`src/hdl/keyframe_linear_reducer_assert.svh`:
```
// ----------------------------------------------------------------------------
// Assertion macros shared by the keyframe reducer RTL
// ----------------------------------------------------------------------------
`ifndef KEYFRAME_LINEAR_REDUCER_ASSERT_SVH
`define KEYFRAME_LINEAR_REDUCER_ASSERT_SVH

// Same-cycle implication, disabled while reset is low
`define KLR_ASSERT_IMP(label, clk, rst_n, ante, cons) \
    label: assert property (@(posedge clk) disable iff (!rst_n) (ante) |-> (cons)) \
        else $error("same-cycle check failed");

// Next-cycle implication, disabled while reset is low
`define KLR_ASSERT_NXT(label, clk, rst_n, ante, cons) \
    label: assert property (@(posedge clk) disable iff (!rst_n) (ante) |=> (cons)) \
        else $error("next-cycle check failed");

`endif

```
`src/hdl/klr_pkg.sv`:
```
// ----------------------------------------------------------------------------
// klr_pkg
// Types, codes and widths of the keyframe linear reducer.
// ----------------------------------------------------------------------------
package klr_pkg;

    // Item widths
    localparam int unsigned VAL_W      = 32;
    localparam int unsigned TOL_W      = 16;
    localparam int unsigned NUM_COMP   = 4;
    localparam int unsigned COMP_IDX_W = 2;

    // Configuration register indexes
    localparam int unsigned CFG_IDX_W  = 1;
    localparam logic [CFG_IDX_W-1:0] CFG_FLAT_TOL  = 1'b0;
    localparam logic [CFG_IDX_W-1:0] CFG_RATIO_TOL = 1'b1;
    localparam logic [TOL_W-1:0]     TOL_RESET     = 16'd1;

    // Divider sizes: 49-bit magnitude of (low - middle) * 2^16 over a
    // 33-bit magnitude of (low - new); quotient kept to 33 bits
    localparam int unsigned DEN_W      = VAL_W + 1;
    localparam int unsigned DIVIDEND_W = DEN_W + 16;
    localparam int unsigned DIV_STEPS  = DEN_W;
    localparam int unsigned DIV_CNT_W  = $clog2(DIV_STEPS + 1);
    localparam int unsigned HIGH_W     = DIVIDEND_W - DIV_STEPS;

    // Ratio constants, Q16.16
    localparam logic [VAL_W-1:0] RATIO_MAX = 32'h7FFF_FFFF;
    localparam logic [VAL_W-1:0] RATIO_MIN = 32'h8000_0000;
    localparam logic [VAL_W+1:0] HALF_Q16  = 34'h0_0000_8000;

    typedef struct packed {
        logic                    first_sample;
        logic        [VAL_W-1:0] sample_time;
        logic signed [VAL_W-1:0] comp_x;
        logic signed [VAL_W-1:0] comp_y;
        logic signed [VAL_W-1:0] comp_z;
        logic signed [VAL_W-1:0] comp_w;
    } t_in;

    typedef struct packed {
        logic        [VAL_W-1:0] key_time;
        logic signed [VAL_W-1:0] key_x;
        logic signed [VAL_W-1:0] key_y;
        logic signed [VAL_W-1:0] key_z;
        logic signed [VAL_W-1:0] key_w;
    } t_out;

    // Divider status toward the sequencer
    typedef struct packed {
        logic busy;
        logic done;
        logic ovf;
    } t_div_stat;

    typedef enum logic [1:0] {
        PH_STOPPED    = 2'd0,
        PH_HAVE_FIRST = 2'd1,
        PH_RUNNING    = 2'd2,
        PH_CONSTANT   = 2'd3
    } t_phase;

    typedef enum logic [6:0] {
        S_IDLE  = 7'b0000001,
        S_DEN   = 7'b0000010,
        S_START = 7'b0000100,
        S_DIV   = 7'b0001000,
        S_SAT   = 7'b0010000,
        S_TEST  = 7'b0100000,
        S_EMIT  = 7'b1000000
    } t_state;

endpackage

```
`src/hdl/klr_divider.sv`:
```
// ----------------------------------------------------------------------------
// klr_divider
// Restoring unsigned divider, one quotient bit per cycle. Flags a quotient
// that does not fit in its 33 bits.
// ----------------------------------------------------------------------------
module klr_divider (
    input  logic                               i_clk,
    input  logic                               i_rst_n,
    input  logic                               i_start,
    input  logic [klr_pkg::DIVIDEND_W-1:0]     i_dividend,
    input  logic [klr_pkg::DEN_W-1:0]          i_divisor,
    output klr_pkg::t_div_stat                 o_stat,
    output logic [klr_pkg::DIV_STEPS-1:0]      o_quotient
);

    logic [klr_pkg::DEN_W-1:0]     r_rem;
    logic [klr_pkg::DIV_STEPS-1:0] r_acc;
    logic [klr_pkg::DEN_W-1:0]     r_den;
    logic [klr_pkg::DIV_CNT_W-1:0] r_cnt;
    logic                          r_busy;
    logic                          r_done;
    logic                          r_ovf;

    logic [klr_pkg::DEN_W+1:0]     w_diff;
    logic                          w_fits;
    logic [klr_pkg::DEN_W-1:0]     w_start_rem;

    // Trial subtract of the divisor from the shifted partial remainder
    assign w_diff = {1'b0, r_rem, r_acc[klr_pkg::DIV_STEPS-1]} - {2'b00, r_den};
    assign w_fits = !w_diff[klr_pkg::DEN_W+1];

    // Dividend bits above the quotient range form the first remainder
    assign w_start_rem = {{(klr_pkg::DEN_W - klr_pkg::HIGH_W){1'b0}},
                          i_dividend[klr_pkg::DIVIDEND_W-1:klr_pkg::DIV_STEPS]};

    // Sequence control
    always_ff @(posedge i_clk) begin
        if (!i_rst_n) begin
            r_busy <= 1'b0;
            r_done <= 1'b0;
            r_cnt  <= '0;
        end else begin
            r_done <= 1'b0;
            if (i_start) begin
                r_busy <= 1'b1;
                r_cnt  <= klr_pkg::DIV_CNT_W'(klr_pkg::DIV_STEPS);
            end else if (r_busy) begin
                r_cnt <= r_cnt - 1'b1;
                if (r_cnt == klr_pkg::DIV_CNT_W'(1)) begin
                    r_busy <= 1'b0;
                    r_done <= 1'b1;
                end
            end
        end
    end

    // Datapath: shift one quotient bit into the low end per cycle
    always_ff @(posedge i_clk) begin
        if (i_start) begin
            r_rem <= w_start_rem;
            r_acc <= i_dividend[klr_pkg::DIV_STEPS-1:0];
            r_den <= i_divisor;
            r_ovf <= (w_start_rem >= i_divisor);
        end else if (r_busy) begin
            r_rem <= w_fits ? w_diff[klr_pkg::DEN_W-1:0]
                            : {r_rem[klr_pkg::DEN_W-2:0], r_acc[klr_pkg::DIV_STEPS-1]};
            r_acc <= {r_acc[klr_pkg::DIV_STEPS-2:0], w_fits};
        end
    end

    assign o_stat.busy = r_busy;
    assign o_stat.done = r_done;
    assign o_stat.ovf  = r_ovf;
    assign o_quotient  = r_acc;

endmodule

```
`src/hdl/keyframe_linear_reducer.sv`:
```
// First sample, or a second unlike the first: S_EMIT loads the output register.
// Running sample: S_DEN and S_START per flat component; a divided component
// also takes S_DIV on the shared one-bit-per-cycle divider, S_SAT and S_TEST.
// Throughput: one item at a time; the input is not ready until it finishes.
// Reset (synchronous, active low): track stopped, output empty, tolerances 1.
// ----------------------------------------------------------------------------
// keyframe_linear_reducer
// Drops animation keys that lie on a line through the two previous samples,
// testing the four components in turn on one shared divider.
// ----------------------------------------------------------------------------
`include "keyframe_linear_reducer_assert.svh"

module keyframe_linear_reducer (
    input  logic                              i_clk,
    input  logic                              i_rst_n,
    input  logic                              i_cfg_we,
    input  logic [klr_pkg::CFG_IDX_W-1:0]     i_cfg_idx,
    input  logic [klr_pkg::TOL_W-1:0]         i_cfg_data,
    input  logic                              i_in_valid,
    output logic                              o_in_ready,
    input  klr_pkg::t_in                      i_in,
    output logic                              o_out_valid,
    input  logic                              i_out_ready,
    output klr_pkg::t_out                     o_out
);

    localparam int unsigned VW = klr_pkg::VAL_W;
    localparam int unsigned CW = klr_pkg::COMP_IDX_W;

    klr_pkg::t_state           r_state, n_state;
    klr_pkg::t_phase           r_phase, n_phase;
    logic [CW-1:0]             r_comp, n_comp;
    logic [klr_pkg::TOL_W-1:0] r_ftol, r_rtol;
    logic                      r_out_vld;
    klr_pkg::t_out             r_out;

    logic [VW-1:0] r_low [klr_pkg::NUM_COMP];
    logic [VW-1:0] r_mid [klr_pkg::NUM_COMP];
    logic [VW-1:0] r_hi  [klr_pkg::NUM_COMP];
    logic [VW-1:0] r_time;

    logic [klr_pkg::DEN_W-1:0]      r_dmag;
    logic [klr_pkg::DIVIDEND_W-1:0] r_dividend;
    logic                           r_neg;
    logic                           r_flat;
    logic [VW-1:0]                  r_ratio;

    logic [VW-1:0] w_in_comp [klr_pkg::NUM_COMP];
    logic          w_in_acc;
    logic          w_same;
    logic          w_load_first, w_load_mid, w_shift, w_emit, w_div_start;
    logic          w_last;

    logic [klr_pkg::DEN_W-1:0] w_den, w_num, w_dmag, w_nmag;
    logic [VW-1:0]             w_lo, w_md, w_hi;

    klr_pkg::t_div_stat             w_div_stat;
    logic [klr_pkg::DIV_STEPS-1:0]  w_quot;
    logic [VW-1:0]                  w_ratio;
    logic [VW+1:0]                  w_rdiff, w_radiff;
    logic                           w_break;

    assign w_in_comp[0] = i_in.comp_x;
    assign w_in_comp[1] = i_in.comp_y;
    assign w_in_comp[2] = i_in.comp_z;
    assign w_in_comp[3] = i_in.comp_w;

    assign o_in_ready = (r_state == klr_pkg::S_IDLE);
    assign w_in_acc   = i_in_valid && o_in_ready;
    assign w_last     = (r_comp == CW'(klr_pkg::NUM_COMP - 1));

    // Second sample equal to the first in all components
    always_comb begin
        w_same = 1'b1;
        for (int p = 0; p < klr_pkg::NUM_COMP; p++) begin
            if (w_in_comp[p] != r_low[p]) begin
                w_same = 1'b0;
            end
        end
    end

    // Operands of the current component: differences and magnitudes
    assign w_lo   = r_low[r_comp];
    assign w_md   = r_mid[r_comp];
    assign w_hi   = r_hi[r_comp];
    assign w_den  = {w_lo[VW-1], w_lo} - {w_hi[VW-1], w_hi};
    assign w_num  = {w_lo[VW-1], w_lo} - {w_md[VW-1], w_md};
    assign w_dmag = w_den[VW] ? (klr_pkg::DEN_W'(0) - w_den) : w_den;
    assign w_nmag = w_num[VW] ? (klr_pkg::DEN_W'(0) - w_num) : w_num;

    // Saturate the signed quotient to Q16.16
    always_comb begin
        if (!r_neg) begin
            w_ratio = (w_div_stat.ovf || (w_quot[VW:VW-1] != 2'b00))
                    ? klr_pkg::RATIO_MAX : w_quot[VW-1:0];
        end else begin
            w_ratio = (w_div_stat.ovf || (w_quot > {1'b0, klr_pkg::RATIO_MIN}))
                    ? klr_pkg::RATIO_MIN : (VW'(0) - w_quot[VW-1:0]);
        end
    end

    // Distance of the ratio from one half against the ratio tolerance
    assign w_rdiff  = {{2{r_ratio[VW-1]}}, r_ratio} - klr_pkg::HALF_Q16;
    assign w_radiff = w_rdiff[VW+1] ? ((VW + 2)'(0) - w_rdiff) : w_rdiff;
    assign w_break  = w_radiff > {{(VW + 2 - klr_pkg::TOL_W){1'b0}}, r_rtol};

    // Sequencer
    always_comb begin
        n_state      = r_state;
        n_phase      = r_phase;
        n_comp       = r_comp;
        w_load_first = 1'b0;
        w_load_mid   = 1'b0;
        w_shift      = 1'b0;
        w_emit       = 1'b0;
        w_div_start  = 1'b0;
        case (r_state)
            klr_pkg::S_IDLE: begin
                if (w_in_acc) begin
                    if (i_in.first_sample) begin
                        w_load_first = 1'b1;
                        n_phase      = klr_pkg::PH_HAVE_FIRST;
                        n_state      = klr_pkg::S_EMIT;
                    end else begin
                        case (r_phase)
                            klr_pkg::PH_HAVE_FIRST: begin
                                w_load_mid = 1'b1;
                                if (w_same) begin
                                    n_phase = klr_pkg::PH_CONSTANT;
                                end else begin
                                    n_phase = klr_pkg::PH_RUNNING;
                                    n_state = klr_pkg::S_EMIT;
                                end
                            end
                            klr_pkg::PH_RUNNING: begin
                                n_comp  = '0;
                                n_state = klr_pkg::S_DEN;
                            end
                            default: begin
                                n_state = klr_pkg::S_IDLE;
                            end
                        endcase
                    end
                end
            end
            klr_pkg::S_DEN: begin
                n_state = klr_pkg::S_START;
            end
            klr_pkg::S_START: begin
                if (r_flat) begin
                    if (w_last) begin
                        w_shift = 1'b1;
                        n_state = klr_pkg::S_IDLE;
                    end else begin
                        n_comp  = r_comp + 1'b1;
                        n_state = klr_pkg::S_DEN;
                    end
                end else begin
                    w_div_start = 1'b1;
                    n_state     = klr_pkg::S_DIV;
                end
            end
            klr_pkg::S_DIV: begin
                if (w_div_stat.done) begin
                    n_state = klr_pkg::S_SAT;
                end
            end
            klr_pkg::S_SAT: begin
                n_state = klr_pkg::S_TEST;
            end
            klr_pkg::S_TEST: begin
                if (w_break) begin
                    w_shift = 1'b1;
                    n_state = klr_pkg::S_EMIT;
                end else if (w_last) begin
                    w_shift = 1'b1;
                    n_state = klr_pkg::S_IDLE;
                end else begin
                    n_comp  = r_comp + 1'b1;
                    n_state = klr_pkg::S_DEN;
                end
            end
            klr_pkg::S_EMIT: begin
                if (!r_out_vld || i_out_ready) begin
                    w_emit  = 1'b1;
                    n_state = klr_pkg::S_IDLE;
                end
            end
            default: begin
                n_state = klr_pkg::S_IDLE;
            end
        endcase
    end

    // Control state and configuration registers
    always_ff @(posedge i_clk) begin
        if (!i_rst_n) begin
            r_state   <= klr_pkg::S_IDLE;
            r_phase   <= klr_pkg::PH_STOPPED;
            r_comp    <= '0;
            r_out_vld <= 1'b0;
            r_ftol    <= klr_pkg::TOL_RESET;
            r_rtol    <= klr_pkg::TOL_RESET;
        end else begin
            r_state <= n_state;
            r_phase <= n_phase;
            r_comp  <= n_comp;
            if (w_emit) begin
                r_out_vld <= 1'b1;
            end else if (i_out_ready) begin
                r_out_vld <= 1'b0;
            end
            if (i_cfg_we) begin
                case (i_cfg_idx)
                    klr_pkg::CFG_FLAT_TOL:  r_ftol <= i_cfg_data;
                    klr_pkg::CFG_RATIO_TOL: r_rtol <= i_cfg_data;
                    default: begin
                    end
                endcase
            end
        end
    end

    // Capture the item and move the window
    always_ff @(posedge i_clk) begin
        if (w_in_acc) begin
            r_time <= i_in.sample_time;
        end
        for (int p = 0; p < klr_pkg::NUM_COMP; p++) begin
            if (w_in_acc) begin
                r_hi[p] <= w_in_comp[p];
            end
            if (w_load_first) begin
                r_low[p] <= w_in_comp[p];
                r_mid[p] <= '0;
            end else if (w_load_mid) begin
                r_mid[p] <= w_in_comp[p];
            end else if (w_shift) begin
                r_low[p] <= r_mid[p];
                r_mid[p] <= r_hi[p];
            end
        end
    end

    // Register divider operands, then the saturated ratio
    always_ff @(posedge i_clk) begin
        if (r_state == klr_pkg::S_DEN) begin
            r_dmag     <= w_dmag;
            r_dividend <= {w_nmag, 16'h0000};
            r_neg      <= w_den[VW] ^ w_num[VW];
            r_flat     <= w_dmag <= {{(klr_pkg::DEN_W - klr_pkg::TOL_W){1'b0}}, r_ftol};
        end
        if (r_state == klr_pkg::S_SAT) begin
            r_ratio <= w_ratio;
        end
    end

    // Output register
    always_ff @(posedge i_clk) begin
        if (w_emit) begin
            r_out.key_time <= r_time;
            r_out.key_x    <= r_hi[0];
            r_out.key_y    <= r_hi[1];
            r_out.key_z    <= r_hi[2];
            r_out.key_w    <= r_hi[3];
        end
    end

    assign o_out_valid = r_out_vld;
    assign o_out       = r_out;

    klr_divider u_div (
        .i_clk      (i_clk),
        .i_rst_n    (i_rst_n),
        .i_start    (w_div_start),
        .i_dividend (r_dividend),
        .i_divisor  (r_dmag),
        .o_stat     (w_div_stat),
        .o_quotient (w_quot)
    );

    // Checks
    `KLR_ASSERT_IMP(a_div_start_idle, i_clk, i_rst_n, w_div_start, !w_div_stat.busy)
    `KLR_ASSERT_IMP(a_div_done_in_wait, i_clk, i_rst_n, w_div_stat.done, r_state == klr_pkg::S_DIV)
    `KLR_ASSERT_NXT(a_run_starts_x, i_clk, i_rst_n, w_in_acc && !i_in.first_sample && r_phase == klr_pkg::PH_RUNNING, r_state == klr_pkg::S_DEN && r_comp == '0)
    `KLR_ASSERT_NXT(a_constant_silent, i_clk, i_rst_n, w_in_acc && !i_in.first_sample && r_phase == klr_pkg::PH_CONSTANT, r_state == klr_pkg::S_IDLE)
    `KLR_ASSERT_NXT(a_emit_loads_out, i_clk, i_rst_n, w_emit, r_out_vld && o_out.key_time == $past(r_time))

endmodule
```
`config.mk`:
```
export PLATFORM = sky130hd
export DESIGN_NAME = keyframe_linear_reducer
export DESIGN_NICKNAME = d
export VERILOG_FILES = /design/src/hdl/klr_pkg.sv /design/src/hdl/klr_divider.sv /design/src/hdl/keyframe_linear_reducer.sv
export VERILOG_INCLUDE_DIRS = /design/src /design/src/hdl
export SDC_FILE = /design/constraint.sdc
export NUM_CORES = 2
export LEC_CHECK = 0
export BUFFER_PORTS_ARGS = -buffer_cell sky130_fd_sc_hd__buf_2
export CELL_PAD_IN_SITES_DETAIL_PLACEMENT = 2
export CELL_PAD_IN_SITES_GLOBAL_PLACEMENT = 2
export CORE_MARGIN = 2
export CORE_UTILIZATION = 42
export CTS_CLUSTER_SIZE = 8
export DETAILED_ROUTE_END_ITERATION = 8
export PLACE_DENSITY_LB_ADDON = 0.1
export RECOVER_POWER = 100
export SETUP_SLACK_MARGIN = 0.02
export SLEW_MARGIN = 10
export SYNTH_ARGS = -nofsm -noshare
export SYNTH_HDL_FRONTEND = slang
export SYNTH_SLANG_ARGS = --single-unit
```
`constraint.sdc`:
```
create_clock -name i_clk -period 14.7 [get_ports i_clk]
set_input_delay 2.205 -clock i_clk [delete_from_list [all_inputs] [get_ports i_clk]]
set_output_delay 2.205 -clock i_clk [all_outputs]
set_load 0.005 [all_outputs]
```
==> results by stage <==
Hold path:
- Along the worst hold path, the cell count comes to 0.
- The startpoint identified for the worst hold timing path is r_time[13].
- The worst hold path terminates at o_out[141].
- The type of the worst min-delay path is flop to flop.

Power:
- The ratio of total power to cell area is 131 nW/um2.
- The largest vdd supply drop is 0.115 mV.
- The leakage power is 17.2 nW.
- The total power of the final layout is 6.46 mW.

Floorplanning:
- The area enclosed by the die boundary is approximately 110000 um2.
- The number of top-level pins is about 350.
- The width of the die is around 330 um.
- The effective utilization at floorplan is 42.5%.
- The overall die height is around 330 um.
- The initialized floorplan defines roughly 120 standard-cell rows.
- The core area is 102000 um2.

Synthesis:
- Synthesis inferred 830 register bits.
- The count of unique library cells instantiated by Yosys is 94.
- The fraction of registers with async set/reset is 0%.
- In this run the cell area of the synthesized design comes to ~43000 um2.
- The part of the Yosys area used for sequential elements is a little under three fifths.
- The number of cells produced by synthesis is 3492.
- Yosys printed 0 warnings.
- The number of nets in the synthesized netlist is 3833.
- The number of enable-type register cells in the synthesized netlist is 759.
- Averaged over all synthesized cells, the footprint is 12.4 um2.
- The most used flip-flop cell after synthesis is sky130_fd_sc_hd__edfxtp_1.

Flow run:
- Max-cap violations in this run came to 16.

Layout:
- The final layout net count is 4171.
- Registers take 24200 um2.
- Summing all multi-input logic gate instances after layout gives 17700 um2.
- The final cell utilization of the core is 48.3%.
- The fraction of final layout cells sized beyond drive strength 1 is 11.2%.
- After filler insertion, the fill cell instance count of the layout stands at 10211.
- The area growth from synthesis to final layout is 13.6%.
- After routing the design area is 49300 um2.

Setup path:
- Along the worst path, the maximum fanout reaches 194.
- The launching element type of the critical path is a flop.
- The launch point of the worst path is r_ratio[15].
- The setup check on the worst reg-to-reg path leaves a slack of between 3000 and 4000 ps.
- The worst setup path is of the flop to flop kind.
- In this run the critical register-to-register path is captured at r_mid[0][24].
- At the worst endpoint, the required time is between 10000 and 15000 ps.
- The data arrival time of the worst path is between 10000 and 15000 ps.
- The depth of the worst register-to-register path is 20.
- The endpoint type of the worst setup path is a flop.
- The beginning of the worst register-to-register path is r_ratio[15].

Place:
- The area of placed instances is between 40000 and 50000 um2.
- After legalization and detailed placement, the total HPWL measured 116000 um.
- Input and output buffers added on the ports amount to approximately 340.
- At the end of routability-driven placement, the weighted congestion stood at 0.879.

STA:
- Setup violations remaining at the end of the flow were counted as 0.
- Across all hold checks on the routed design, the worst slack comes to around 420 ps.
- The post-route minimum period is 10870 ps.
- The number of max-slew violations in the final report is around 910.
- Setup repair after global routing left no endpoint under its margin.
- The number of hold violations in the final report is 0.
- The part of the cycle the worst path needs is 74.0%.
- The worst pin sits at a relative slew slack of -210%.
- Summed over all failing endpoints, the final setup total negative slack is 0 ps.
- The worst-case clock skew is 70.9 ps.
- The maximum clock frequency is between 0.09 and 0.1 GHz.
- At the pin with the least slew margin, the transition time is 4650 ps.

Outcome:
- The run finished, with violations left.
- The checks that failed: capacitance limit, slew limit.

Route:
- The count of vias placed by the detailed router is 31689.
- The number of design-rule violations left by the first detailed-router iteration is approximately 2600.
- The number of optimization iterations in the first detailed-route pass is 5.
- The number of nets still failing antenna checks after routing is 0.
- The via count normalized by instance count is slightly above 6.
- The total wire length after detailed routing is 158000 um.
- The residual DRC count is 0.
- In the final routed layout, each cell accounts on average for 30.1 um.

Clock tree:
- The clock tree root driver cell is sky130_fd_sc_hd__clkbuf_16.
- The number of gates resized after CTS was 0.
- The clock tree from TritonCTS is built.
- For this design, the CTS-stage hold fixing added 0 buffers.
- The later pin in the worst-skew pair is clocked with a latency of 730 ps.
- The clock-pin transition on the worst setup and hold timing paths is 50 ps.
- The number of buffers between clock root and the deepest sink is 3.
- The total setup buffers inserted after CTS is 0.
- The sink count of the clock tree is 830.
- In this run, CTS created clock tree buffers numbering ~120.
- The H-tree was split into 3 levels.

Global route:
- The number of antenna violations at the first check in global routing came to 5.
- The largest net degree at the start of global routing is 195.
- The first-pass GRT wire length is 233000 um.
- Across every metal layer, demand over resource in global routing totals 29.2%.
- Summed over all layers, the global routing overflow is 0.
- The number of global-route vias before repair was 34856.
## per-stage QoR
| stage | worst slack (ps) | instances |
|---|---|---|
| floorplan | 3120 | 3492 |
| global placement | 6830 | 5081 |
| detailed placement | 6430 | 5081 |
| CTS | 6270 | 5245 |
| global route | 2990 | 5245 |
| finish | 3830 | 5246 |
## worst max path at each step
stage | endpoint
after floorplan | r_mid[0][0]
after global placement | r_flat
after detailed placement | r_flat
after CTS | r_flat
after global routing | r_mid[0][24]
final | r_mid[0][24]
## sequential cells by signal (all words and copies together) (netlist names), 33 cells and up, named ones only
register / flops
u_div.r_rem: 33
r_mid: 128
r_dividend: 33
u_div.o_quotient: 33
u_div.r_den: 33
r_low: 128
r_hi: 128
r_dmag: 33
o_out: 160
## critical path, cell delays in order (launching register included)
cell                       delay [ps]
sky130_fd_sc_hd__edfxtp_1         530
sky130_fd_sc_hd__or4_1            780
sky130_fd_sc_hd__nor3_1           410
sky130_fd_sc_hd__a21o_1           490
sky130_fd_sc_hd__o31ai_1          180
sky130_fd_sc_hd__xnor2_1          170
sky130_fd_sc_hd__ha_1             300
sky130_fd_sc_hd__a21o_1           190
sky130_fd_sc_hd__a21o_1           180
sky130_fd_sc_hd__a21oi_1          180
sky130_fd_sc_hd__o211ai_1         110
sky130_fd_sc_hd__a221oi_1         310
sky130_fd_sc_hd__a41oi_1          120
sky130_fd_sc_hd__a211o_1          260
sky130_fd_sc_hd__nor4_1          1440
sky130_fd_sc_hd__a211oi_4         120
sky130_fd_sc_hd__clkbuf_2        2130
sky130_fd_sc_hd__nand2b_1         890
sky130_fd_sc_hd__buf_4            400
sky130_fd_sc_hd__or2_4            550
sky130_fd_sc_hd__buf_4            500
## cells in the final DEF (no fill, tap or decap), types with 30 or more instances in the layout
| cell | netlist | final |
|---|---|---|
| sky130_fd_sc_hd__a21boi_0 | 41 | 41 |
| sky130_fd_sc_hd__xor2_1 | 143 | 143 |
| sky130_fd_sc_hd__ha_1 | 155 | 155 |
| sky130_fd_sc_hd__xnor2_1 | 138 | 138 |
| sky130_fd_sc_hd__mux4_2 | 96 | 96 |
| sky130_fd_sc_hd__clkbuf_1 | 94 | 308 |
| sky130_fd_sc_hd__buf_2 | 32 | 87 |
| sky130_fd_sc_hd__dfxtp_1 | 71 | 70 |
| sky130_fd_sc_hd__nor3_1 | 45 | 45 |
| sky130_fd_sc_hd__edfxtp_1 | 759 | 759 |
| sky130_fd_sc_hd__nand2_1 | 302 | 301 |
| sky130_fd_sc_hd__nor4_1 | 54 | 55 |
| sky130_fd_sc_hd__inv_1 | 224 | 222 |
| sky130_fd_sc_hd__a21oi_1 | 150 | 150 |
| sky130_fd_sc_hd__mux2_2 | 83 | 67 |
| sky130_fd_sc_hd__a22o_1 | 130 | 130 |
| sky130_fd_sc_hd__nand4_1 | 38 | 38 |
| sky130_fd_sc_hd__nor2_1 | 157 | 156 |
| sky130_fd_sc_hd__clkbuf_16 | 0 | 116 |
| sky130_fd_sc_hd__nand3_1 | 52 | 52 |
| sky130_fd_sc_hd__o21ai_0 | 160 | 166 |
| sky130_fd_sc_hd__a21o_1 | 51 | 51 |
| sky130_fd_sc_hd__mux2_1 | 42 | 58 |
| sky130_fd_sc_hd__or3_1 | 31 | 30 |
## Yosys cell counts, types with 83 or more instances
cell type / count / area (um2)
sky130_fd_sc_hd__edfxtp_1: 759 / 22800
sky130_fd_sc_hd__nand2_1: 302 / 1130
sky130_fd_sc_hd__inv_1: 224 / 841
sky130_fd_sc_hd__o21ai_0: 160 / 801
sky130_fd_sc_hd__nor2_1: 157 / 589
sky130_fd_sc_hd__ha_1: 155 / 1940
sky130_fd_sc_hd__a21oi_1: 150 / 751
sky130_fd_sc_hd__xor2_1: 143 / 1250
sky130_fd_sc_hd__xnor2_1: 138 / 1210
sky130_fd_sc_hd__a22o_1: 130 / 1140
sky130_fd_sc_hd__mux4_2: 96 / 2160
sky130_fd_sc_hd__clkbuf_1: 94 / 353
sky130_fd_sc_hd__mux2_2: 83 / 935
## per-layer routing
layer	up-vias	share of wire [%]	GRT usage [%]	wire (um)
met4	6	4.6	13.1	7220
met5	-	0.023	0	37
met3	282	5.0	4.23	7920
met2	1053	51	51.7	80100
met1	16473	40	35.3	62500
li1	13875	-	-	-
## logic make-up (layout without fill, tap and decap cells)
| logic type | after synthesis | in the layout | share of synthesized area [%] |
|---|---|---|---|
| fa+ha+maj | 158 | 158 | 4.60 |
| compound gates | 781 | 781 | 12.4 |
| mux | 231 | 231 | 8.45 |
| other cells | 0 | 1 | 0 |
| buf+inv | 374 | 759 | 3.46 |
| xor+xnor | 281 | 281 | 5.67 |
| simple gates | 837 | 837 | 9.63 |
| flops | 830 | 830 | 55.8 |
## report_power, final
part           internal [mW]  switching [mW]
Sequential              2.79           0.109
Combinational          0.351           0.713
Clock                   1.46            1.04
## layout make-up
cell class,instances,area share (%)
antenna,1,0.00507
inverter,224,1.71
clock buffer,156,6.25
tap,1368,3.47
timing repair buffer,371,3.14
sequential,830,49.1
multi-input combinational,2288,35.9
clock inverter,8,0.406
(Power assumes the default switching activity.)
